**src/sv/tbpe_pkg.sv**
```systemverilog
// ----------------------------------------------------------------------------
// tbpe_pkg : shared types and constants of the tape block pulse encoder
// Register indexes, reset values, result step codes and the structs that
// pass configuration and one result word between modules.
// ----------------------------------------------------------------------------
package tbpe_pkg;

  localparam int unsigned BIT_LEN_W   = 12;
  localparam int unsigned COUNT_W     = 14;
  localparam int unsigned GAP_W       = 22;
  localparam int unsigned LEVEL_W     = 2;
  localparam int unsigned CFG_INDEX_W = 3;
  localparam int unsigned CFG_DATA_W  = 22;

  // Register indexes
  localparam logic [CFG_INDEX_W-1:0] REG_PILOT_PULSE_LEN    = 3'd0;
  localparam logic [CFG_INDEX_W-1:0] REG_SYNC_FIRST_LEN     = 3'd1;
  localparam logic [CFG_INDEX_W-1:0] REG_SYNC_SECOND_LEN    = 3'd2;
  localparam logic [CFG_INDEX_W-1:0] REG_ZERO_BIT_LEN       = 3'd3;
  localparam logic [CFG_INDEX_W-1:0] REG_ONE_BIT_LEN        = 3'd4;
  localparam logic [CFG_INDEX_W-1:0] REG_HEADER_PILOT_COUNT = 3'd5;
  localparam logic [CFG_INDEX_W-1:0] REG_DATA_PILOT_COUNT   = 3'd6;
  localparam logic [CFG_INDEX_W-1:0] REG_GAP_LEN            = 3'd7;

  // Reset values
  localparam logic [BIT_LEN_W-1:0] RST_PILOT_PULSE_LEN    = 12'd2168;
  localparam logic [BIT_LEN_W-1:0] RST_SYNC_FIRST_LEN     = 12'd667;
  localparam logic [BIT_LEN_W-1:0] RST_SYNC_SECOND_LEN    = 12'd735;
  localparam logic [BIT_LEN_W-1:0] RST_ZERO_BIT_LEN       = 12'd855;
  localparam logic [BIT_LEN_W-1:0] RST_ONE_BIT_LEN        = 12'd1710;
  localparam logic [COUNT_W-1:0]   RST_HEADER_PILOT_COUNT = 14'd8063;
  localparam logic [COUNT_W-1:0]   RST_DATA_PILOT_COUNT   = 14'd3223;
  localparam logic [GAP_W-1:0]     RST_GAP_LEN            = 22'd3500000;

  // Output level codes
  localparam logic [LEVEL_W-1:0] LEVEL_LOW  = 2'd0;
  localparam logic [LEVEL_W-1:0] LEVEL_HIGH = 2'd1;
  localparam logic [LEVEL_W-1:0] LEVEL_GAP  = 2'd2;

  // Result steps of one input word, in emission order
  typedef logic [3:0] step_t;
  localparam step_t STEP_PILOT     = 4'd0;
  localparam step_t STEP_SYNC1     = 4'd1;
  localparam step_t STEP_SYNC2     = 4'd2;
  localparam step_t STEP_BIT_FIRST = 4'd3;
  localparam step_t STEP_BIT_LAST  = 4'd10;
  localparam step_t STEP_GAP       = 4'd11;

  typedef struct packed {
    logic [BIT_LEN_W-1:0] pilot_pulse_len;
    logic [BIT_LEN_W-1:0] sync_first_len;
    logic [BIT_LEN_W-1:0] sync_second_len;
    logic [BIT_LEN_W-1:0] zero_bit_len;
    logic [BIT_LEN_W-1:0] one_bit_len;
    logic [COUNT_W-1:0]   header_pilot_count;
    logic [COUNT_W-1:0]   data_pilot_count;
    logic [GAP_W-1:0]     gap_len;
  } cfg_t;

  typedef struct packed {
    logic [LEVEL_W-1:0] level;
    logic [GAP_W-1:0]   pulse_len;
    logic [COUNT_W-1:0] repeat_res;
  } result_t;

endpackage

```
**src/sv/tbpe_cfg_regs.sv**
```systemverilog
// ----------------------------------------------------------------------------
// tbpe_cfg_regs : configuration register file
// Eight write-only timing registers, each masked to its own width.
// ----------------------------------------------------------------------------
module tbpe_cfg_regs
  import tbpe_pkg::*;
(
  input  logic                   clk,
  input  logic                   rst,
  input  logic                   cfg_we,
  input  logic [CFG_INDEX_W-1:0] cfg_index,
  input  logic [CFG_DATA_W-1:0]  cfg_data,
  output cfg_t                   cfg
);

  always_ff @(posedge clk) begin
    if (rst) begin
      cfg.pilot_pulse_len    <= RST_PILOT_PULSE_LEN;
      cfg.sync_first_len     <= RST_SYNC_FIRST_LEN;
      cfg.sync_second_len    <= RST_SYNC_SECOND_LEN;
      cfg.zero_bit_len       <= RST_ZERO_BIT_LEN;
      cfg.one_bit_len        <= RST_ONE_BIT_LEN;
      cfg.header_pilot_count <= RST_HEADER_PILOT_COUNT;
      cfg.data_pilot_count   <= RST_DATA_PILOT_COUNT;
      cfg.gap_len            <= RST_GAP_LEN;
    end else if (cfg_we) begin
      unique case (cfg_index)
        REG_PILOT_PULSE_LEN:    cfg.pilot_pulse_len    <= cfg_data[BIT_LEN_W-1:0];
        REG_SYNC_FIRST_LEN:     cfg.sync_first_len     <= cfg_data[BIT_LEN_W-1:0];
        REG_SYNC_SECOND_LEN:    cfg.sync_second_len    <= cfg_data[BIT_LEN_W-1:0];
        REG_ZERO_BIT_LEN:       cfg.zero_bit_len       <= cfg_data[BIT_LEN_W-1:0];
        REG_ONE_BIT_LEN:        cfg.one_bit_len        <= cfg_data[BIT_LEN_W-1:0];
        REG_HEADER_PILOT_COUNT: cfg.header_pilot_count <= cfg_data[COUNT_W-1:0];
        REG_DATA_PILOT_COUNT:   cfg.data_pilot_count   <= cfg_data[COUNT_W-1:0];
        REG_GAP_LEN:            cfg.gap_len            <= cfg_data[GAP_W-1:0];
        default: ;
      endcase
    end
  end

endmodule

```
**src/sv/tbpe_result_form.sv**
```systemverilog
// ----------------------------------------------------------------------------
// tbpe_result_form : forms one result word from the current step
// Pilot, sync, bit and gap results; zero lengths read as one.
// ----------------------------------------------------------------------------
module tbpe_result_form
  import tbpe_pkg::*;
(
  input  step_t   step,
  input  cfg_t    cfg,
  input  logic    flag_nz,
  input  logic    bit_val,
  output result_t res
);

  logic [COUNT_W-1:0]   limit_raw;
  logic [COUNT_W-1:0]   limit;
  logic [BIT_LEN_W-1:0] sel_len;

  function automatic logic [BIT_LEN_W-1:0] min_one(input logic [BIT_LEN_W-1:0] v);
    return (v == '0) ? BIT_LEN_W'(1) : v;
  endfunction

  always_comb begin
    limit_raw = flag_nz ? cfg.data_pilot_count : cfg.header_pilot_count;
    limit     = (limit_raw < COUNT_W'(2)) ? COUNT_W'(2) : limit_raw;
    sel_len   = bit_val ? cfg.one_bit_len : cfg.zero_bit_len;

    res.level      = LEVEL_LOW;
    res.pulse_len  = GAP_W'(min_one(sel_len));
    res.repeat_res = COUNT_W'(2);
    unique case (step) inside
      STEP_PILOT: begin
        res.pulse_len  = GAP_W'(min_one(cfg.pilot_pulse_len));
        res.repeat_res = limit - COUNT_W'(1);
      end
      STEP_SYNC1: begin
        res.level      = {1'b0, ~limit[0]};
        res.pulse_len  = GAP_W'(min_one(cfg.sync_first_len));
        res.repeat_res = COUNT_W'(1);
      end
      STEP_SYNC2: begin
        res.level      = {1'b0, limit[0]};
        res.pulse_len  = GAP_W'(min_one(cfg.sync_second_len));
        res.repeat_res = COUNT_W'(1);
      end
      [STEP_BIT_FIRST:STEP_BIT_LAST]: ;
      STEP_GAP: begin
        res.level      = LEVEL_GAP;
        res.pulse_len  = (cfg.gap_len == '0) ? GAP_W'(1) : cfg.gap_len;
        res.repeat_res = COUNT_W'(1);
      end
      default: ;
    endcase
  end

endmodule

```
**src/sv/tape_block_pulse_encoder.sv**
```systemverilog
// ----------------------------------------------------------------------------
// tape_block_pulse_encoder : tape image bytes to run-length pulse words
// Parses block length, flag and data bytes and emits pilot, sync, bit and
// gap pulse descriptions, one result word per cycle while the output is not stalled.
// ----------------------------------------------------------------------------
// Each accepted input word is decoded at once: the block parser state moves
// on in the accept cycle and a job register takes the list of results that
// word causes. The job then walks its steps, one result word a cycle while
// the output is not stalled, into the output register. Length bytes cause no
// result. A data byte gives 8 results (9 with the closing gap), a flag byte
// 11 or 12 (pilot, two syncs, 8 bits, maybe a gap), end of tape gives one
// gap. The input accepts a new word in the same cycle as the last result of
// the previous word enters the output register; the single job register
// holds the results of one word at a time. Configuration is read live
// while a job runs, so write it only while the block is idle.
// ----------------------------------------------------------------------------
module tape_block_pulse_encoder
  import tbpe_pkg::*;
(
  input  logic                   clk,
  input  logic                   rst,
  // configuration
  input  logic                   cfg_we,
  input  logic [CFG_INDEX_W-1:0] cfg_index,
  input  logic [CFG_DATA_W-1:0]  cfg_data,
  // input words
  input  logic                   in_valid,
  output logic                   in_stall,
  input  logic                   action,
  input  logic [7:0]             tape_byte,
  // result words
  output logic                   out_valid,
  input  logic                   out_stall,
  output logic [LEVEL_W-1:0]     level,
  output logic [GAP_W-1:0]       pulse_len,
  output logic [COUNT_W-1:0]     repeat_res,
  output logic                   last
);

  typedef enum logic [1:0] {
    PH_LEN_LO,
    PH_LEN_HI,
    PH_FLAG,
    PH_DATA
  } phase_t;

  cfg_t    cfg;
  result_t res;

  // block parser state
  phase_t      byte_phase, byte_phase_next;
  logic [7:0]  length_low, length_low_next;
  logic [15:0] bytes_left, bytes_left_next;
  logic        flag_nonzero, flag_nonzero_next;

  // job register: the results still owed for the current word
  logic        job_valid;
  step_t       job_step;
  logic        job_has_gap;
  logic        job_flag_nz;
  logic [7:0]  job_byte;

  // job load values from the decoder
  logic        load_job;
  step_t       ld_step;
  logic        ld_gap;
  logic        ld_flag;
  logic        flag_eff;
  logic [15:0] left_dec;

  logic        in_accept;
  logic        emit;
  logic        job_final;

  tbpe_cfg_regs u_cfg_regs (
    .clk       (clk),
    .rst       (rst),
    .cfg_we    (cfg_we),
    .cfg_index (cfg_index),
    .cfg_data  (cfg_data),
    .cfg       (cfg)
  );

  tbpe_result_form u_result_form (
    .step    (job_step),
    .cfg     (cfg),
    .flag_nz (job_flag_nz),
    .bit_val (job_byte[7]),
    .res     (res)
  );

  // Emit when a job is pending and the output register is free or draining.
  assign emit      = job_valid && (!out_valid || !out_stall);
  assign job_final = (job_step == STEP_GAP) || ((job_step == STEP_BIT_LAST) && !job_has_gap);
  // Hold input until the current job hands over its last result.
  assign in_stall  = job_valid && !(emit && job_final);
  assign in_accept = in_valid && !in_stall;

  // Decode the incoming word against the block parser state.
  always_comb begin
    byte_phase_next   = byte_phase;
    length_low_next   = length_low;
    bytes_left_next   = bytes_left;
    flag_nonzero_next = flag_nonzero;
    load_job          = 1'b0;
    ld_step           = STEP_GAP;
    ld_gap            = 1'b0;
    ld_flag           = flag_nonzero;
    flag_eff          = flag_nonzero;
    left_dec          = bytes_left - {15'd0, (bytes_left != 16'd0)};
    if (action) begin
      // end of tape: one gap, drop any partial block
      load_job          = 1'b1;
      ld_gap            = 1'b1;
      byte_phase_next   = PH_LEN_LO;
      bytes_left_next   = 16'd0;
      flag_nonzero_next = 1'b0;
    end else begin
      unique case (byte_phase) inside
        PH_LEN_LO: begin
          length_low_next = tape_byte;
          byte_phase_next = PH_LEN_HI;
        end
        PH_LEN_HI: begin
          bytes_left_next = {tape_byte, length_low};
          // an empty block still carries its flag byte
          if ({tape_byte, length_low} == 16'd0) begin
            bytes_left_next = 16'd1;
          end
          byte_phase_next = PH_FLAG;
        end
        PH_FLAG, PH_DATA: begin
          if (byte_phase == PH_FLAG) begin
            flag_eff = (tape_byte != 8'd0);
          end
          flag_nonzero_next = flag_eff;
          bytes_left_next   = left_dec;
          load_job          = 1'b1;
          ld_flag           = flag_eff;
          ld_step           = (byte_phase == PH_FLAG) ? STEP_PILOT : STEP_BIT_FIRST;
          if (left_dec == 16'd0) begin
            // block done: gap only after a data block
            ld_gap          = flag_eff;
            byte_phase_next = PH_LEN_LO;
          end else begin
            byte_phase_next = PH_DATA;
          end
        end
        default: ;
      endcase
    end
  end

  // Parser state advances only on an accepted word.
  always_ff @(posedge clk) begin
    if (rst) begin
      byte_phase   <= PH_LEN_LO;
      length_low   <= 8'd0;
      bytes_left   <= 16'd0;
      flag_nonzero <= 1'b0;
    end else if (in_accept) begin
      byte_phase   <= byte_phase_next;
      length_low   <= length_low_next;
      bytes_left   <= bytes_left_next;
      flag_nonzero <= flag_nonzero_next;
    end
  end

  // Job register: load on accept, advance one step per emitted result.
  always_ff @(posedge clk) begin
    if (rst) begin
      job_valid <= 1'b0;
      job_step  <= STEP_GAP;
    end else begin
      if (emit) begin
        if (job_final) begin
          job_valid <= 1'b0;
        end else begin
          job_step <= job_step + step_t'(1);
        end
      end
      if (in_accept && load_job) begin
        job_valid <= 1'b1;
        job_step  <= ld_step;
      end
    end
  end

  always_ff @(posedge clk) begin
    if (in_accept && load_job) begin
      job_has_gap <= ld_gap;
      job_flag_nz <= ld_flag;
      job_byte    <= tape_byte;
    end else if (emit && (job_step >= STEP_BIT_FIRST) && (job_step <= STEP_BIT_LAST)) begin
      // shift the next bit, MSB first, into place
      job_byte <= {job_byte[6:0], 1'b0};
    end
  end

  // Output register: hold under stall, load on emit.
  always_ff @(posedge clk) begin
    if (rst) begin
      out_valid <= 1'b0;
    end else if (emit) begin
      out_valid <= 1'b1;
    end else if (!out_stall) begin
      out_valid <= 1'b0;
    end
  end

  always_ff @(posedge clk) begin
    if (emit) begin
      level      <= res.level;
      pulse_len  <= res.pulse_len;
      repeat_res <= res.repeat_res;
      last       <= job_final;
    end
  end

endmodule

```
**config.mk**
```make
export PLATFORM = sky130hd
export DESIGN_NAME = tape_block_pulse_encoder
export DESIGN_NICKNAME = d
export VERILOG_FILES = /design/src/sv/tbpe_pkg.sv /design/src/sv/tbpe_cfg_regs.sv /design/src/sv/tbpe_result_form.sv /design/src/sv/tape_block_pulse_encoder.sv
export SDC_FILE = /design/constraint.sdc
export NUM_CORES = 1
export LEC_CHECK = 0
export ABC_AREA = 1
export ABC_CLOCK_PERIOD_IN_PS = 9200
export BUFFER_PORTS_ARGS = -buffer_cell sky130_fd_sc_hd__buf_2
export CAP_MARGIN = 0
export CORE_ASPECT_RATIO = 0.6
export CORE_UTILIZATION = 64
export CTS_CLUSTER_SIZE = 20
export DETAILED_ROUTE_END_ITERATION = 10
export HOLD_SLACK_MARGIN = 0.12
export PLACE_DENSITY = 0.85
export SKIP_CTS_REPAIR_TIMING = 1
export SYNTH_ARGS = -nofsm -noshare
export SYNTH_HDL_FRONTEND = slang
export SYNTH_SLANG_ARGS = --single-unit
```
**constraint.sdc**
```tcl
create_clock -name clk -period 9.2 [get_ports clk]
set_input_delay 0 -clock clk [delete_from_list [all_inputs] [get_ports clk]]
set_output_delay 0 -clock clk [all_outputs]
set_load 0.03 [all_outputs]
```
==> impl_metrics.py <==
metrics = {
    "floorplanning": {
        "die_h_um": 93.28,
        "core-area_um2": 13170,
        "initial_core_util": 0.6747,
        "die_x_um": 154.1,
        "io_pins": 80,
        "die_area_um2": 14380,
        "num_rows": 32,
    },
    "synthesis": {
        "ys.flop_type": "dfxtp_1",
        "async_reset_ff_frac": 0,
        "yosysSeqAreaShare": 0.4877,
        "netlist_instances": 1186,
        "ys_top_cells_by_area": "dfxtp_1, edfxtp_1, nand2_1",
        "synth_most_common_cell": "nand2_1",
        "synthTopCellsByCount": "nand2_1, nor2_1, dfxtp_1",
        "syn_area_um2": 8887,
        "synth_seq_cells": 192,
        "synth_cell_types": 46,
        "yosysWarnings": 0,
        "synth-edff-count": 49,
        "synth_top_cell_area_share": 0.3221,
        "syn_nets": 1232,
        "yosys.area.top_type": "dfxtp_1",
        "synth.avg_cell_area_um2": 7.493,
    },
    "finish": {
        "diodes": 0,
        "drive_gt1_frac": 0.1121,
        "fin_util": 0.7762,
        "nets": 1309,
        "final_cells": 1446,
        "syn2layout_area_growth_pct": 15.05,
    },
    "routing": {
        "viasPerCell": 5.900,
        "drtPass1Iterations": 7,
        "drc_errors": 0,
        "wire_per_inst_um": 17.79,
        "wl_mm": 25.72,
        "drtIter0Drc": 1553,
        "drtAntennaViolNets": 0,
        "via_count": 8531,
    },
    "power": {
        "switching_share": 0.2962,
        "power_frac_clock": 0.363,
        "comb_power_share": 0.169,
        "ir_drop_mv": 0.1379,
        "internal_power_mw": 1.424,
        "cellPowerDensity_nw_per_um2": 197.9,
        "p_leak_nw": 4.713,
        "totalPowerFinal_mw": 2.023,
        "net-switching-power_mw": 0.5994,
        "p_seq_frac": 0.468,
    },
    "critical_path": {
        "critPathTopFamily": "simple AND/OR/NAND/NOR gates",
        "crit_type": "reg -> reg",
        "reg2reg_from": "job_flag_nz$_DFFE_PP_",
        "path_buf_inv": 1,
        "cp_cell_sequence": "inv_2 -> nand2_1 -> nand2_1 -> nor2_2 -> nand2_1 -> nor2_4 -> a21oi_1 -> ha_1 -> nand2_1 -> nor2_1 -> nand3_1 -> nor2_2 -> nand4_1 -> nand2_1 -> nor2_1",
        "max_stage_delay_ns": 0.57,
        "required_ns": 9.39,
        "critPathMaxFanout": 15,
        "critPathLaunch": "job_flag_nz$_DFFE_PP_",
        "worst_ep_arrival_time_ns": 3.06,
        "endpoint_kind": "flop",
        "crit_path_start_kind": "flop",
        "path_common_cell": "nand2_1",
        "critPathSlowestCell": "edfxtp_1",
    },
    "timing": {
        "hold_viol": 0,
        "period_share": 0.3116,
        "max_clock_freq_ghz": 0.3488,
        "whs_ns": 0.1812,
        "relSlewSlack": 0.2208,
        "period_minus_slack_ns": 2.867,
        "rsz0062_at_grt": "no",
        "tns_ns": 0,
        "slew_viol_final": 0,
        "worst_clock_skew_ns": 0.01641,
        "setup_viol": 0,
        "worstMarginPinSlew_ns": 1.165,
    },
    "status": {
        "status": "completed",
    },
    "grt": {
        "grt_pass1_wl_mm": 39.10,
        "grt_max_degree": 68,
        "grt_pass1_vias": 7178,
        "gr-usage-all-layers": 0.3604,
        "antenna_found_initial": 1,
        "overflow": 0,
    },
    "worst_hold_path": {
        "min-delay-start": "cfg_index[1]",
        "hold_path_class": "in -> reg",
    },
    "flow_run": {
        "max_cap_violations": 0,
    },
    "place": {
        "dp.cells": 1377,
        "hpwlAfterDp_mm": 17.94,
        "port_buffers": 79,
        "place_congestion": 1.027,
    },
    "clock_tree": {
        "clkTransAtPathRegs_ns": 0.08,
        "htreeDepth": 4,
        "cts_tree": "built",
        "cts_buffers": 17,
        "clk_latency_ns": 0.43,
        "cts_num_sinks": 192,
        "cts_root_buffer": "clkbuf_16",
        "clock_path_buffers": 2,
    },
}
## placed cells by master (no fill, tap or decap), types with 6 or more instances in the layout
master and instances:
nor2_2 6, dfxtp_1 143, a21oi_1 61, nor3_1 7, nand2_1 288, nand4_1 12
buf_2 79, o211ai_1 11, edfxtp_1 49, nor4_1 16, a211oi_1 6, o21ai_0 108
a22o_1 6, nor2_1 156, nand3_1 80, xor2_1 6, inv_1 114, nand2_2 6
ha_1 7, clkbuf_16 20, dlygate4sd3_1 37
## layer usage
metal  share of wire  GRT usage
met4           0.015    0.07167
met5         0.00039          0
met3            0.16     0.1446
met1            0.46     0.5744
met2            0.36     0.4360
## path summary, 6_finish.rpt
check | slack [ns] | cells past startpoint | endpoint
worst min-delay path | 0.18 | 5 | u_cfg_regs.cfg[68]$_SDFFE_PP1P_
worst min register to register | 0.45 | 2 | u_cfg_regs.cfg[73]$_SDFFE_PP0P_
worst max register to register | 6.33 | 15 | repeat_res[12]$_DFFE_PP_
worst max-delay path | 6.33 | 15 | repeat_res[12]$_DFFE_PP_
## sequential cells by signal (all words and copies together), names as in the netlist
signal and cells:
level 2, bytes_left 16, last 1, job_flag_nz 1, job_step 4, u_cfg_regs.cfg 110, byte_phase 2, job_has_gap 1
job_byte 8, length_low 8, out_valid 1, repeat_res 14, pulse_len 22, job_valid 1, flag_nonzero 1
## power by group through the flow
stage,clock (mW),sequential (mW),combinational (mW)
after floorplan,0,0.979,0.202
after global placement,0,0.963,0.305
after detailed placement,0,0.964,0.309
after CTS,0.732,0.946,0.312
after global routing,0.771,0.951,0.368
final,0.735,0.947,0.341
## cell families (layout without fill, tap and decap cells)
| kind of cell | Yosys count | count (layout) | synth area share |
|---|---|---|---|
| simple gates | 585 | 585 | 0.2803 |
| compound gates | 214 | 214 | 0.1346 |
| flops | 192 | 192 | 0.4877 |
| buf+inv | 181 | 271 | 0.08053 |
| fa+ha+maj | 7 | 7 | 0.009855 |
| xor+xnor | 6 | 6 | 0.005913 |
| mux | 1 | 1 | 0.001126 |
## final cells by class
| cell class | instances | area, um^2 |
|---|---|---|
| clock buffer | 24 | 525.5 |
| clock inverter | 8 | 61.31 |
| fill | 956 | 2948 |
| inverter | 118 | 442.9 |
| multi-input combinational | 813 | 3845 |
| sequential | 192 | 4334 |
| tap | 170 | 212.7 |
| timing repair buffer | 121 | 803.3 |
## tightest hold or removal path: stages
cell      delay (ns)
buf_2           0.11
nand2_1         0.07
nor2_1          0.19
nand2_1         0.11
o211ai_1        0.07
## through the flow
step           cell area [um^2]  worst slack [ns]
3_3_place_gp               9268             6.467
6_report                  10220             6.333
4_1_cts                    9854             6.401
5_1_grt                   10220             6.052
3_5_place_dp               9268             6.408
2_1_floorplan              8887             5.837
No activity file was read; power rests on OpenSTA's default activity.
